## src/crse_pkg.sv

```systemverilog
// Package for the connection rule stack evaluator.
// Holds sizes, opcodes, sequencer states and the structs used by the stack, test unit and top level.
// No dependencies.
`default_nettype none

package crse_pkg;

  // Store and stack sizes
  localparam int unsigned PROGRAM_DEPTH = 256;
  localparam int unsigned STACK_DEPTH   = 32;

  localparam int unsigned WORD_W      = 32;
  localparam int unsigned PORT_W      = 16;
  localparam int unsigned CFG_LEN_W   = 9;
  localparam int unsigned PROG_AW     = $clog2(PROGRAM_DEPTH);
  localparam int unsigned LEN_W       = $clog2(PROGRAM_DEPTH + 1);
  localparam int unsigned STK_IDX_W   = $clog2(STACK_DEPTH);
  localparam int unsigned STK_DEPTH_W = $clog2(STACK_DEPTH + 1);

  // Configuration port
  localparam int unsigned APB_AW = 3;
  localparam logic [APB_AW-3:0] REG_PROGRAM_LENGTH = '0;

  // Item operations
  localparam logic OPER_WRITE = 1'b0;
  localparam logic OPER_EVAL  = 1'b1;

  // Rule opcodes, compared over the full word
  localparam logic [WORD_W-1:0] OP_USER  = 32'd1;
  localparam logic [WORD_W-1:0] OP_LPORT = 32'd2;
  localparam logic [WORD_W-1:0] OP_RPORT = 32'd3;
  localparam logic [WORD_W-1:0] OP_LADDR = 32'd4;
  localparam logic [WORD_W-1:0] OP_RADDR = 32'd5;
  localparam logic [WORD_W-1:0] OP_EXE   = 32'd6;
  localparam logic [WORD_W-1:0] OP_OR    = 32'd64;
  localparam logic [WORD_W-1:0] OP_AND   = 32'd65;
  localparam logic [WORD_W-1:0] OP_NOT   = 32'd66;

  // Sequencer states
  typedef enum logic [2:0] {
    ST_IDLE,
    ST_OPCODE,
    ST_OPER0,
    ST_OPER1,
    ST_RESP
  } state_e;

  // Stack commands
  typedef enum logic [2:0] {
    STK_NONE,
    STK_CLEAR,
    STK_PUSH,
    STK_OR,
    STK_AND,
    STK_NOT
  } stk_op_e;

  typedef struct packed {
    stk_op_e op;
    logic    bit_val;
  } stk_cmd_t;

  typedef struct packed {
    logic [STK_DEPTH_W-1:0] depth;
    logic                   tos;
    logic                   empty;
    logic                   full;
    logic                   has_two;
  } stk_stat_t;

  // Connection tuple under test
  typedef struct packed {
    logic [WORD_W-1:0] user_id;
    logic [WORD_W-1:0] local_address;
    logic [PORT_W-1:0] local_port;
    logic [WORD_W-1:0] remote_address;
    logic [PORT_W-1:0] remote_port;
  } tuple_t;

endpackage

`default_nettype wire

```

## src/crse_test_unit.sv

```systemverilog
// Shared test unit: evaluates one tuple test from its opcode and operand words.
// Depends on crse_pkg.
`default_nettype none

module crse_test_unit (
  input  wire logic [crse_pkg::WORD_W-1:0] opcode_i,
  input  wire logic [crse_pkg::WORD_W-1:0] opnd_a_i,
  input  wire logic [crse_pkg::WORD_W-1:0] opnd_b_i,
  input  wire crse_pkg::tuple_t            tuple_i,
  output logic                             result_o
);
  import crse_pkg::*;

  // Compare the tuple field that the opcode selects
  always_comb begin
    case (opcode_i)
      OP_USER:  result_o = (tuple_i.user_id == opnd_a_i);
      OP_LPORT: result_o = (tuple_i.local_port >= opnd_a_i[PORT_W-1:0]) &&
                           (tuple_i.local_port <= opnd_b_i[PORT_W-1:0]);
      OP_RPORT: result_o = (tuple_i.remote_port >= opnd_a_i[PORT_W-1:0]) &&
                           (tuple_i.remote_port <= opnd_b_i[PORT_W-1:0]);
      OP_LADDR: result_o = ((tuple_i.local_address & opnd_b_i) == opnd_a_i);
      OP_RADDR: result_o = ((tuple_i.remote_address & opnd_b_i) == opnd_a_i);
      // Names are unavailable, so the glob test always passes
      OP_EXE:   result_o = 1'b1;
      default:  result_o = 1'b0;
    endcase
  end

endmodule

`default_nettype wire

```

## config.mk

```make
export PLATFORM = sky130hd
export DESIGN_NAME = crse_test_unit
export DESIGN_NICKNAME = d
export VERILOG_FILES = /design/src/crse_pkg.sv /design/src/crse_test_unit.sv
export SDC_FILE = /design/constraint.sdc
export NUM_CORES = 1
export LEC_CHECK = 0
export BUFFER_PORTS_ARGS = -buffer_cell sky130_fd_sc_hd__buf_2
export CORE_MARGIN = 2
export CORE_UTILIZATION = 44
export DETAILED_ROUTE_END_ITERATION = 8
export PLACE_DENSITY = 0.83
export SLEW_MARGIN = 20
export SYNTH_ARGS = -nofsm -noshare
export SYNTH_HDL_FRONTEND = slang
export SYNTH_SLANG_ARGS = --single-unit
```

## constraint.sdc

```tcl
create_clock -name vclk -period 3
set_input_delay 0.6 -clock vclk [all_inputs]
set_output_delay 0.6 -clock vclk [all_outputs]
set_load 0.02 [all_outputs]
```

### Yosys cells after proc, flatten, opt, wreduce, memory -nomap -nowiden

Index checks and enable logic that the tools add are counted.

| cells by class | value |
|---|---|
| $lt $le $gt $ge | 4 |
| eq/ne operators | 9 |
| multiplexer cells | 1 |
| bitwise gates (word level) | 2 |
| reduce and logical (&&, ||, !) cells | 2 |

Operator list:

| kind | number |
|---|---|
| == test 32 x 3 -> 1 bit (second input constant) | 3 |
| == test 32 bit | 3 |
| AND 32 bit | 2 |
| == test 32 x 2 -> 1 bit (second input constant) | 2 |
| == test 32 x 1 -> 1 bit (second input constant) | 1 |
| >= comparator 16 bit | 2 |
| <= comparator 16 bit | 2 |
| one-hot mux 1 bit (6 select lines) | 1 |
| logical AND 1 bit | 2 |

| storage, ports and cells | value |
|---|---|
| flip-flop bits (word level) | 0 |
| bits of input ports | 224 |
| output and inout bits | 1 |
| logic and storage cells | 18 |

### Logic depth before layout (Yosys ltp)

| logic depth | value |
|---|---|
| word-level depth | 3 |
| mapped depth | 10 |
| depth with buffers taken out | 9 |

### Worst setup path after synthesis

No wires, ideal clock.

| timing | value |
|---|---|
| path kind | input port to output port |
| start point | input port opcode_i[24] (netlist name) |
| end point | output port result_o |
| arrival | 2.454 ns |
| required time | 2.400 ns |
| setup slack | -0.054 ns |
| cell stages on the path | 8 |
| path buffers | 1 |
| path through | nor4_2 > and4_1 > buf_6 > and3_2 > o2111ai_1 > a2111oi_2 > nand4_1 > o221ai_1 |

| on the way | value |
|---|---|
| word-level cells in the longest chain between the ends | 2 |
| elaborated cells between the ends (all ways) | 7 |
| classes of those cells | eq/ne: 6; mux: 1 |

RTL lines:

| item | RTL line | RTL |
|---|---|---|
| from (decl) | crse_test_unit.sv:6 | `input wire logic [crse_pkg::WORD_W-1:0] opcode_i,` |
| == test 32 x 3 -> 1 bit, or another cell as far along | crse_test_unit.sv:16 | `case (opcode_i)` |
| one-hot mux 1 bit (6 select lines) * | crse_test_unit.sv:16 |  |
| to (decl) | crse_test_unit.sv:10 | `output logic result_o` |

Every way passes the cells marked *; elsewhere a longest branch is shown, timed or not.

### Worst setup path after layout

| timing | value |
|---|---|
| start point | input port opcode_i[15] (netlist name) |
| end point | output port result_o |

The elaborated chain is that of the path after synthesis.

==> impl_metrics.json <==
{
  "dp.cells": 802,
  "final_max_slew_viol_count": 0,
  "maxCapViolCount": 0,
  "avgSynthCellArea_um2": 7.85,
  "p_total_mw": 0.668,
  "critPathArrivalTime_ns": 2.73,
  "grt_max_degree": 11,
  "path_buf_inv": 3,
  "worstPathRequired_ns": 2.40,
  "hold_violations": 0,
  "hp-start": "opnd_a_i[25]",
  "grt_first_pass_wirelength_um": 23000,
  "hold_path_class": "in2out",
  "post-route-min-period_ns": 3.33,
  "die_x_um": 90.6,
  "route.vias.total": 4699,
  "fillers": 610,
  "regArea_um2": 0,
  "worst_path_dominant_cell_family": "simple AND/OR/NAND/NOR gates",
  "finalSetupViolCount": 1,
  "status": "finished, violations left",
  "dp_hpwl_um": 13000,
  "crit_chain": "buf_2, nor4_4, and4_4, and3_4, buf_4, a21oi_2, a2111oi_4, nand4_1, o221ai_2, buf_6",
  "grt_pass1_vias": 4815,
  "seq_area_frac_synth": 0,
  "nets": 1002,
  "diodes": 0,
  "routed_wl_um": 14900,
  "ir_worst_vdd_mv": 0.0716,
  "final_common_cell": "buf_2",
  "multi_input_area_um2": 3230,
  "wl_per_cell_um": 18.4,
  "path_class": "in2out",
  "holdWs_ns": 1.75,
  "stdcell_count": 811,
  "drive_above_1_share": 0.510,
  "worstHoldPathCells": 5,
  "holdBufCountCts": 0,
  "setup_ws_ns": -0.328,
  "overflow": 0,
  "maxSlewHeadroom": 0.571,
  "antenna_found_initial": 0,
  "drcViolationCount": 0,
  "cp_slowest_cell": "and4_4",
  "critical_path.startpoint": "opcode_i[15]",
  "critPathMaxFanout": 7,
  "port_buffers": 225,
  "max_freq_ghz": 0.301,
  "grtUsageTotal": 0.341,
  "ys_types": 67,
  "via_per_inst": 5.79,
  "grt_setup_unrepaired": "true",
  "synthesis.nets": 708,
  "hold_path_end": "result_o",
  "leakage_nw": 2.79,
  "start_util": 0.455,
  "tns_ns": -0.328,
  "tightest_slew_ns": 0.627,
  "core_um2": 7250,
  "start_kind": "primary input",
  "die_h_um": 90.6,
  "final.period_utilization": 1.11,
  "p_per_area_nw_per_um2": 126,
  "seq_cell_count": 0,
  "gp_congestion": 0.948,
  "violations": "negative setup slack",
  "io_pins": 225,
  "area_delta_synth_final_pct": 60.9,
  "synth_area_um2": 3300,
  "clkbuf_count": 0,
  "yosysWarnings": 0,
  "ant_nets": 0,
  "dieArea_um2": 8200,
  "num_rows": 31,
  "final_cell_area_um2": 5300,
  "critPathCaptureType": "output pin",
  "drt_iter0_drc": 228,
  "postPlaceCellArea_um2": 4950,
  "slowest_delay_ns": 0.36,
  "final_cell_mix": "buf_2 (220), buf_4 (72), ha_1 (64), inv_1 (46), nand2_1 (26)",
  "dr.pass1.iters": 5,
  "synthCells": 420
}
==> timing repair <==
| action | 4_1_cts | 5_1_grt |
|---|---|---|
| cloned | 0 | 0 |
| setup endpoints to repair | 1 | 1 |
| gates resized for setup | 35 | 22 |
| pin swaps | 22 | 15 |
| buffers inserted | 5 | 4 |
==> synthesized netlist by cell type, types with 3 or more instances <==
library cell | n | area, um^2
or3_1 | 4 | 25.0
nor3_1 | 12 | 60.1
nor2b_1 | 10 | 62.6
xnor2_1 | 6 | 52.6
a2111oi_0 | 6 | 52.6
o21ai_0 | 27 | 135
a221oi_1 | 6 | 52.6
nor2_1 | 12 | 45.0
nand2_1 | 27 | 101
o211ai_1 | 3 | 22.5
o22ai_1 | 4 | 25.0
and4_1 | 3 | 26.3
xor2_1 | 6 | 52.6
inv_1 | 46 | 173
mux2_2 | 13 | 146
nand4_1 | 13 | 81.3
nor4_4 | 4 | 85.1
a21oi_1 | 21 | 105
o21a_1 | 7 | 52.6
mux2i_1 | 15 | 150
buf_6 | 8 | 90.1
nor4_1 | 4 | 25.0
mux2_1 | 4 | 45.0
ha_1 | 64 | 801
a31oi_1 | 3 | 18.8
a21o_1 | 15 | 113
nand3_1 | 10 | 50.1
o2111ai_1 | 7 | 61.3
nand2b_1 | 5 | 31.3
a211oi_1 | 3 | 22.5
==> worst max-delay path by stage <==
stage,endpoint,slack [ns],depth (start not counted)
floorplan,result_o,0.02,8
global placement,result_o,-0.58,10
detailed placement,result_o,-0.61,10
CTS,result_o,-0.28,9
global route,result_o,-0.48,10
finish,result_o,-0.33,10
==> per-layer routing <==
metal  vias up  wire length, um  track usage  part of all wire
met5         -                0            0                 0
met4         0              533        0.104             0.036
met3        46             1200       0.0501             0.081
met2       258             7480        0.644              0.50
met1      2163             5680        0.391              0.38
li1       2232                -            -                 -
==> final cells by class <==
class	count	area share
repair buffers	303	0.335
well taps	99	0.0234
multi-input cells	363	0.610
inverters	46	0.0326
==> worst min-delay path, delay by kind of cell <==
kind,cells,cell delay (ns)
buffers and inverters,2,0.24
AO/OA/AOI/OAI,1,0.13
XOR/XNOR,1,0.06
AND/OR/NAND/NOR,1,0.12
==> per-stage QoR <==
step	util	setup slack (ns)
floorplan	-	0.0239
global placement	0.683	-0.580
detailed placement	0.683	-0.608
CTS	0.713	-0.282
global route	0.731	-0.476
finish	0.731	-0.328
==> where the power goes <==
group          internal (mW)  leakage [nW]  switching [mW]  total (mW)
clock                      0             0               0           0
sequential                 0             0               0           0
combinational          0.342          2.79           0.326       0.668
==> cells by family after synthesis <==
kind of cell,count (synthesis),share of synthesized area
AND/OR/NAND/NOR,119,0.228
multiplexers,33,0.108
adder cells (fa/ha/maj),64,0.243
AO/OA/AOI/OAI,135,0.301
XOR/XNOR,12,0.0319
buffers and inverters,57,0.0880
Note: power is estimated with default switching activity, not from simulation.
