`src/crse_pkg.sv`:
```
// Package for the connection rule stack evaluator.
// Holds sizes, opcodes, sequencer states and the structs used by the stack, test unit and top level.
// No dependencies.
`default_nettype none

package crse_pkg;

  // Store and stack sizes
  localparam int unsigned PROGRAM_DEPTH = 256;
  localparam int unsigned STACK_DEPTH   = 32;

  localparam int unsigned WORD_W      = 32;
  localparam int unsigned PORT_W      = 16;
  localparam int unsigned CFG_LEN_W   = 9;
  localparam int unsigned PROG_AW     = $clog2(PROGRAM_DEPTH);
  localparam int unsigned LEN_W       = $clog2(PROGRAM_DEPTH + 1);
  localparam int unsigned STK_IDX_W   = $clog2(STACK_DEPTH);
  localparam int unsigned STK_DEPTH_W = $clog2(STACK_DEPTH + 1);

  // Configuration port
  localparam int unsigned APB_AW = 3;
  localparam logic [APB_AW-3:0] REG_PROGRAM_LENGTH = '0;

  // Item operations
  localparam logic OPER_WRITE = 1'b0;
  localparam logic OPER_EVAL  = 1'b1;

  // Rule opcodes, compared over the full word
  localparam logic [WORD_W-1:0] OP_USER  = 32'd1;
  localparam logic [WORD_W-1:0] OP_LPORT = 32'd2;
  localparam logic [WORD_W-1:0] OP_RPORT = 32'd3;
  localparam logic [WORD_W-1:0] OP_LADDR = 32'd4;
  localparam logic [WORD_W-1:0] OP_RADDR = 32'd5;
  localparam logic [WORD_W-1:0] OP_EXE   = 32'd6;
  localparam logic [WORD_W-1:0] OP_OR    = 32'd64;
  localparam logic [WORD_W-1:0] OP_AND   = 32'd65;
  localparam logic [WORD_W-1:0] OP_NOT   = 32'd66;

  // Sequencer states
  typedef enum logic [2:0] {
    ST_IDLE,
    ST_OPCODE,
    ST_OPER0,
    ST_OPER1,
    ST_RESP
  } state_e;

  // Stack commands
  typedef enum logic [2:0] {
    STK_NONE,
    STK_CLEAR,
    STK_PUSH,
    STK_OR,
    STK_AND,
    STK_NOT
  } stk_op_e;

  typedef struct packed {
    stk_op_e op;
    logic    bit_val;
  } stk_cmd_t;

  typedef struct packed {
    logic [STK_DEPTH_W-1:0] depth;
    logic                   tos;
    logic                   empty;
    logic                   full;
    logic                   has_two;
  } stk_stat_t;

  // Connection tuple under test
  typedef struct packed {
    logic [WORD_W-1:0] user_id;
    logic [WORD_W-1:0] local_address;
    logic [PORT_W-1:0] local_port;
    logic [WORD_W-1:0] remote_address;
    logic [PORT_W-1:0] remote_port;
  } tuple_t;

endpackage

`default_nettype wire

```
`src/crse_truth_stack.sv`:
```
// One-bit truth stack with the top entry cached in a register.
// Depends on crse_pkg. The sequencer guarantees no underflow or overflow.
`default_nettype none

module crse_truth_stack (
  input  wire logic                 clk_i,
  input  wire logic                 rst_ni,
  input  wire crse_pkg::stk_cmd_t   cmd_i,
  output crse_pkg::stk_stat_t       stat_o
);
  import crse_pkg::*;

  logic [STK_DEPTH_W-1:0] depth_q, depth_d;
  logic                   tos_q, tos_d;
  logic                   below_q [STACK_DEPTH];
  logic [STK_DEPTH_W-1:0] depth_m1;
  logic [STK_DEPTH_W-1:0] depth_m2;
  logic                   second;
  logic                   spill;

  assign depth_m1 = depth_q - STK_DEPTH_W'(1);
  assign depth_m2 = depth_q - STK_DEPTH_W'(2);
  assign second   = below_q[depth_m2[STK_IDX_W-1:0]];

  // Work out the new top and depth
  always_comb begin
    depth_d = depth_q;
    tos_d   = tos_q;
    spill   = 1'b0;
    case (cmd_i.op)
      STK_CLEAR: depth_d = '0;
      STK_PUSH: begin
        spill   = (depth_q != '0);
        tos_d   = cmd_i.bit_val;
        depth_d = depth_q + STK_DEPTH_W'(1);
      end
      STK_OR: begin
        tos_d   = tos_q | second;
        depth_d = depth_m1;
      end
      STK_AND: begin
        tos_d   = tos_q & second;
        depth_d = depth_m1;
      end
      STK_NOT:  tos_d = ~tos_q;
      default:  ;
    endcase
  end

  // Hold the depth
  always_ff @(posedge clk_i or negedge rst_ni) begin
    if (!rst_ni) begin
      depth_q <= '0;
    end else begin
      depth_q <= depth_d;
    end
  end

  // Spill the old top below the new one on a push
  always_ff @(posedge clk_i) begin
    tos_q <= tos_d;
    if (spill) begin
      below_q[depth_m1[STK_IDX_W-1:0]] <= tos_q;
    end
  end

  assign stat_o.depth   = depth_q;
  assign stat_o.tos     = tos_q;
  assign stat_o.empty   = (depth_q == '0);
  assign stat_o.full    = (depth_q == STK_DEPTH_W'(STACK_DEPTH));
  assign stat_o.has_two = (depth_q >= STK_DEPTH_W'(2));

endmodule

`default_nettype wire

```
`config.mk`:
```
export PLATFORM = sky130hd
export DESIGN_NAME = crse_truth_stack
export DESIGN_NICKNAME = d
export VERILOG_FILES = /design/src/crse_pkg.sv /design/src/crse_truth_stack.sv
export SDC_FILE = /design/constraint.sdc
export NUM_CORES = 1
export LEC_CHECK = 0
export BUFFER_PORTS_ARGS = -buffer_cell sky130_fd_sc_hd__buf_2
export CAP_MARGIN = 20
export CORE_MARGIN = 4
export CORE_UTILIZATION = 54
export DETAILED_ROUTE_END_ITERATION = 16
export PLACE_DENSITY = 0.75
export SLEW_MARGIN = 20
export SYNTH_ARGS = -nofsm -noshare
export SYNTH_HDL_FRONTEND = slang
export SYNTH_SLANG_ARGS = --single-unit
```
`constraint.sdc`:
```
create_clock -name clk_i -period 2.5 [get_ports clk_i]
set_input_delay 0.125 -clock clk_i [delete_from_list [all_inputs] [get_ports clk_i]]
set_output_delay 0.125 -clock clk_i [all_outputs]
set_load 0.05 [all_outputs]
```
# Yosys cells after proc, flatten, opt, wreduce, memory -nomap -nowiden
# Memories as Yosys holds them, arrays and structs flattened.
# Index checks and enable logic that the tools add are counted.
op_classes:
  n_addsub: 3
  n_lt_le_gt_ge: 1
  eq_ne: 6
  mux: 5
  n_bitwise: 3
  n_reduce_logical: 5
op_table:
  columns: ["operator", "count"]
  rows:
  - ["one-hot mux 6 bit (3 select lines)", 1]
  - ["adder 6 x 1 -> 6 bit (second input constant)", 1]
  - ["equality test 3 x 2 -> 1 bit (second input constant)", 2]
  - ["equality test 3 bit (second input constant)", 2]
  - ["equality test 6 bit (second input constant)", 1]
  - [">= comparator 6 x 2 -> 1 bit (second input constant)", 1]
  - ["zero test 6 bit", 1]
  - ["nonzero test 6 bit", 1]
  - ["subtractor 6 x 1 -> 6 bit (second input constant)", 1]
  - ["subtractor 5 x 2 -> 5 bit (second input constant)", 1]
  - ["one-hot mux 1 bit (4 select lines)", 1]
  - ["nonzero test 4 bit", 1]
  - ["equality test 3 x 1 -> 1 bit (second input constant)", 1]
  - ["two-way mux 1 bit", 3]
  - ["nonzero test 3 bit", 1]
  - ["OR reduction 2 bit", 1]
  - ["AND 1 bit", 1]
  - ["inverter 1 bit", 1]
  - ["bitwise OR 1 bit", 1]
totals:
  ff_bits: 7
  ram_bits: 32
  output_inout_bits: 10
  elab_cells: 26
  n_memories: 1
memory_table:
  columns: ["name", "words", "width", "rd", "rd_ports_with_merged_regs", "write_ports", "line", "text"]
  rows:
  - ["below_q", 32, 1, 1, 0, 1, "crse_truth_stack.sv:15", "logic below_q [STACK_DEPTH];"]

# Longest topological paths before layout
depth:
  ltp_word: 4
  depth_mapped: 8
  mapped_depth_nobuf: 7

# Worst setup path before layout
# OpenSTA, ideal clock, no wires.
synth_timing:
  path_type: "register to register"
  start: "register depth_q[1]"
  end: "memory below_q[12], enable pin"
  setup_ns: 0.300
  arrival_ns: 2.553
  setup_slack_ns: -0.352
  stages_incl_launch_ff: 8
  synth_period_minus_slack_ns: 2.852
  path_cell_list: "dfrtp_1 -> clkbuf_1 -> inv_1 -> ha_1 -> and2_1 -> or4b_1 -> clkbuf_1 -> nor2_1"
synth_between:
  elab_chain_len: 4
synth_lines:
  columns: ["item", "line", "text"]
  rows:
  - ["start, declared", "crse_truth_stack.sv:13", "logic [STK_DEPTH_W-1:0] depth_q, depth_d;"]
  - ["start signal, assigned", "crse_truth_stack.sv:55", "depth_q <= depth_d;"]
  - ["parallel branches: the longest is 4 deep, another holds subtractor 6 x 1 -> 6 bit", null, null]
  - ["end, declared", "crse_truth_stack.sv:15", null]
# Several ways; the timed one is not identified.

# Worst setup path after layout
layout_timing:
  start: "register depth_q[1]"
  end: "memory below_q[20], enable pin"
# The elaborated chain is that of the path after synthesis.

==> impl_metrics.json <==
{
  "outcome": "completed",
  "detailroute.wirelength.met2_um": 2460,
  "setup.worst_path.end_class": "flip-flop",
  "synth_enable_flop_cells": 33,
  "htree_levels": 2,
  "pin_count": 16,
  "syn_inst": 212,
  "vias_per_cell": 6.05,
  "ys_async_sr_fraction_pct": 15.4,
  "tritoncts": "built",
  "design.core.area_sq_um": 4090,
  "port_buffer_count": 15,
  "layout-drive-gt1-share_pct": 19.6,
  "slew_limit_fails": 0,
  "floorplan.initialDensity_pct": 56.7,
  "crit_chain": "inv_1 -> ha_1 -> nor2b_1 -> a21o_1 -> a21o_1 -> nand2_1 -> nor2_1",
  "grtUsageTotal_pct": 21.7,
  "power-per-cell-area_nw_per_um2": 1130,
  "timing.setup.tns_ns": 0,
  "top_post_synthesis_cells_by_area": "sky130_fd_sc_hd__edfxtp_1, sky130_fd_sc_hd__dfrtp_1, sky130_fd_sc_hd__nor2_1, sky130_fd_sc_hd__mux4_2, sky130_fd_sc_hd__ha_1",
  "die_area_sq_um": 5400,
  "max_clock_buf_depth": 2,
  "worstSkewPairLatency_ns": 0.29,
  "finalCritPeriodShare_pct": 87.9,
  "worst_slew_pin_slew_ns": 0.408,
  "syn_area_sq_um": 2320,
  "global_route_wire_length_before_repair_um": 8700,
  "grt-ovfl-total": 0,
  "timing.fmax_mhz": 455,
  "detailroute.wirelength.met3_um": 281,
  "placementRows": 23,
  "mapped_avg_cell_area_sq_um": 10.9,
  "period_needed_ns": 2.20,
  "post-synth-top-area-fraction_pct": 42.8,
  "crit_path_top_delay_cell": "sky130_fd_sc_hd__dfrtp_2",
  "clkSlewWorstSetupHoldPaths_ns": 0.08,
  "maxUsedRoutingLayer": "met4",
  "final_net_count": 249,
  "yosysSeqAreaShare_pct": 49.2,
  "clock-skew-final_ns": 0.00823,
  "final.hold.worst_slack_ns": 0.179,
  "antenna_left": 0,
  "detail_route.iter0.violations": 189,
  "globalplace.congestion": 0.862,
  "cts_buffers": 5,
  "synth.lib_cells_used.distinct": 44,
  "clockRootBuffer": "sky130_fd_sc_hd__clkbuf_8",
  "yosys.area.top_type": "sky130_fd_sc_hd__edfxtp_1",
  "rsz_0062_raised_after_global_routing": "false",
  "crit_path_max_fanout": 7,
  "report.power.total_w": 0.00292,
  "dieHeight_um": 73.5,
  "arrival_ns": 2.19,
  "layout.cells.most_common_list": "sky130_fd_sc_hd__nor2_1, sky130_fd_sc_hd__edfxtp_1, sky130_fd_sc_hd__nand2_1, sky130_fd_sc_hd__buf_2, sky130_fd_sc_hd__buf_4",
  "critical_path.startpoint_type": "flip-flop",
  "worst_slew_margin_rel_pct": 72.6,
  "first_global_vias": 1663,
  "post_drt_wl_per_cell_um": 18.1,
  "worst_path_most_repeated_cell": "sky130_fd_sc_hd__a21o_1",
  "synth.ff_latch_count": 39,
  "layout_commonest_cell": "sky130_fd_sc_hd__nor2_1",
  "power.leakage_nw": 0.966,
  "maximum_number_of_pins_on_one_net_before_global_route_repair": 36,
  "timing.final.setup_violations": 0,
  "synth.net_count": 227,
  "routed-via-count": 1724,
  "critPathKind": "flip-flop to flip-flop",
  "number_of_antenna_violations_at_the_first_check_in_global_routing": 0,
  "vdd.ir_drop.worst_uv": 555,
  "residual_drc": 0,
  "cpPeakStageDelay_ns": 0.41,
  "synthFlopType": "sky130_fd_sc_hd__edfxtp_1",
  "ant_diodes": 0,
  "maxcap_viol_count": 0,
  "hold_viol": 0,
  "area_delta_synth_final_pct": 11.9,
  "detail_route.wirelength.met1_um": 2390,
  "wl_um": 5160,
  "synthesis.yosys.warnings": 0,
  "min-delay-path-class": "input pin to async pin",
  "clock_sinks": 39,
  "worst_ep_required_time_ns": 2.50,
  "die_x_um": 73.5,
  "drt_pass1_iterations": 5,
  "place_hpwl_um": 3630
}
-- what timing repair did --
item / 4_1_cts / 5_1_grt
buffers inserted: 0 / 0
hold buffers: 1 / 0
resized for setup: 0 / 0
endpoints found under the hold margin: 6 / 0
-- power by group --
| group | total (W) | switching, W | internal [W] |
|---|---|---|---|
| combinational | 0.00162 | 0.00104 | 0.000585 |
| sequential | 0.000880 | 0.0000614 | 0.000819 |
| clock | 0.000422 | 0.000227 | 0.000195 |
-- final timing paths --
check	slack, ns	endpoint	depth (start not counted)	from
max	0.30	below_q[20]$_DFFE_PP_	7	depth_q[1]$_DFFE_PN0P_
min	0.18	depth_q[2]$_DFFE_PN0P_	2	rst_ni
max reg2reg	0.30	below_q[20]$_DFFE_PP_	7	depth_q[1]$_DFFE_PN0P_
min reg2reg	0.60	depth_q[5]$_DFFE_PN0P_	1	depth_q[5]$_DFFE_PN0P_
max in group asynchronous	2.15	depth_q[1]$_DFFE_PN0P_	2	rst_ni
min in group clk_i	0.23	depth_q[2]$_DFFE_PN0P_	2	cmd_i[1]
-- critical path, delay by kind of cell (launching register included) --
kind | cells | cell delay [ns]
flip-flops | 1 | 0.41
AO/OA/AOI/OAI | 2 | 0.33
AND/OR/NAND/NOR | 3 | 0.66
buffers and inverters | 1 | 0.18
adder cells (fa/ha/maj) | 1 | 0.31
-- layer usage --
| layer | GRT usage [%] | vias up |
|---|---|---|
| met5 | 0 | - |
| met2 | 33.2 | 59 |
| met4 | 5.43 | 0 |
| met3 | 4.92 | 4 |
| li1 | - | 826 |
| met1 | 31.5 | 835 |
-- registers in the layout, summed over array words and instances (netlist names) --
| name | flops |
|---|---|
| below_q | 32 |
| depth_q | 6 |
| tos_q | 1 |
-- Yosys cell counts, types with 5 or more instances --
| library cell | number |
|---|---|
| sky130_fd_sc_hd__nand2_1 | 16 |
| sky130_fd_sc_hd__o21ai_0 | 11 |
| sky130_fd_sc_hd__mux4_2 | 6 |
| sky130_fd_sc_hd__nor2_1 | 38 |
| sky130_fd_sc_hd__ha_1 | 9 |
| sky130_fd_sc_hd__edfxtp_1 | 33 |
| sky130_fd_sc_hd__a22oi_1 | 5 |
| sky130_fd_sc_hd__nand3_1 | 6 |
| sky130_fd_sc_hd__inv_1 | 6 |
| sky130_fd_sc_hd__dfrtp_1 | 6 |
| sky130_fd_sc_hd__clkbuf_1 | 9 |
| sky130_fd_sc_hd__mux2i_1 | 5 |
-- stage by stage --
step | area (sq um) | setup WS [ns] | util, % | std cells
after global placement | 2500 | 0.404 | 61.1 | 276
after CTS | 2590 | 0.330 | 63.4 | 285
after floorplan | 2330 | 0.00733 | - | 212
after global routing | 2590 | 0.0765 | 63.4 | 285
after detailed placement | 2500 | 0.348 | 61.1 | 276
final | 2590 | 0.304 | 63.4 | 285
-- kinds of logic after synthesis --
family	synth area share, %
compound gates	10.8
xor+xnor	2.65
fa+ha+maj	4.86
buf+inv	3.73
flops	49.2
mux	11.4
simple gates	17.3
-- layout make-up --
class                      count  area (sq um)
clock buffer                   6          72.6
clock inverter                 2          12.5
fill                         343          1490
inverter                       7          26.3
multi-input combinational    153          1100
sequential                    39          1140
tap                           50          62.6
timing repair buffer          28           175
No activity file was read; power rests on OpenSTA's default activity.
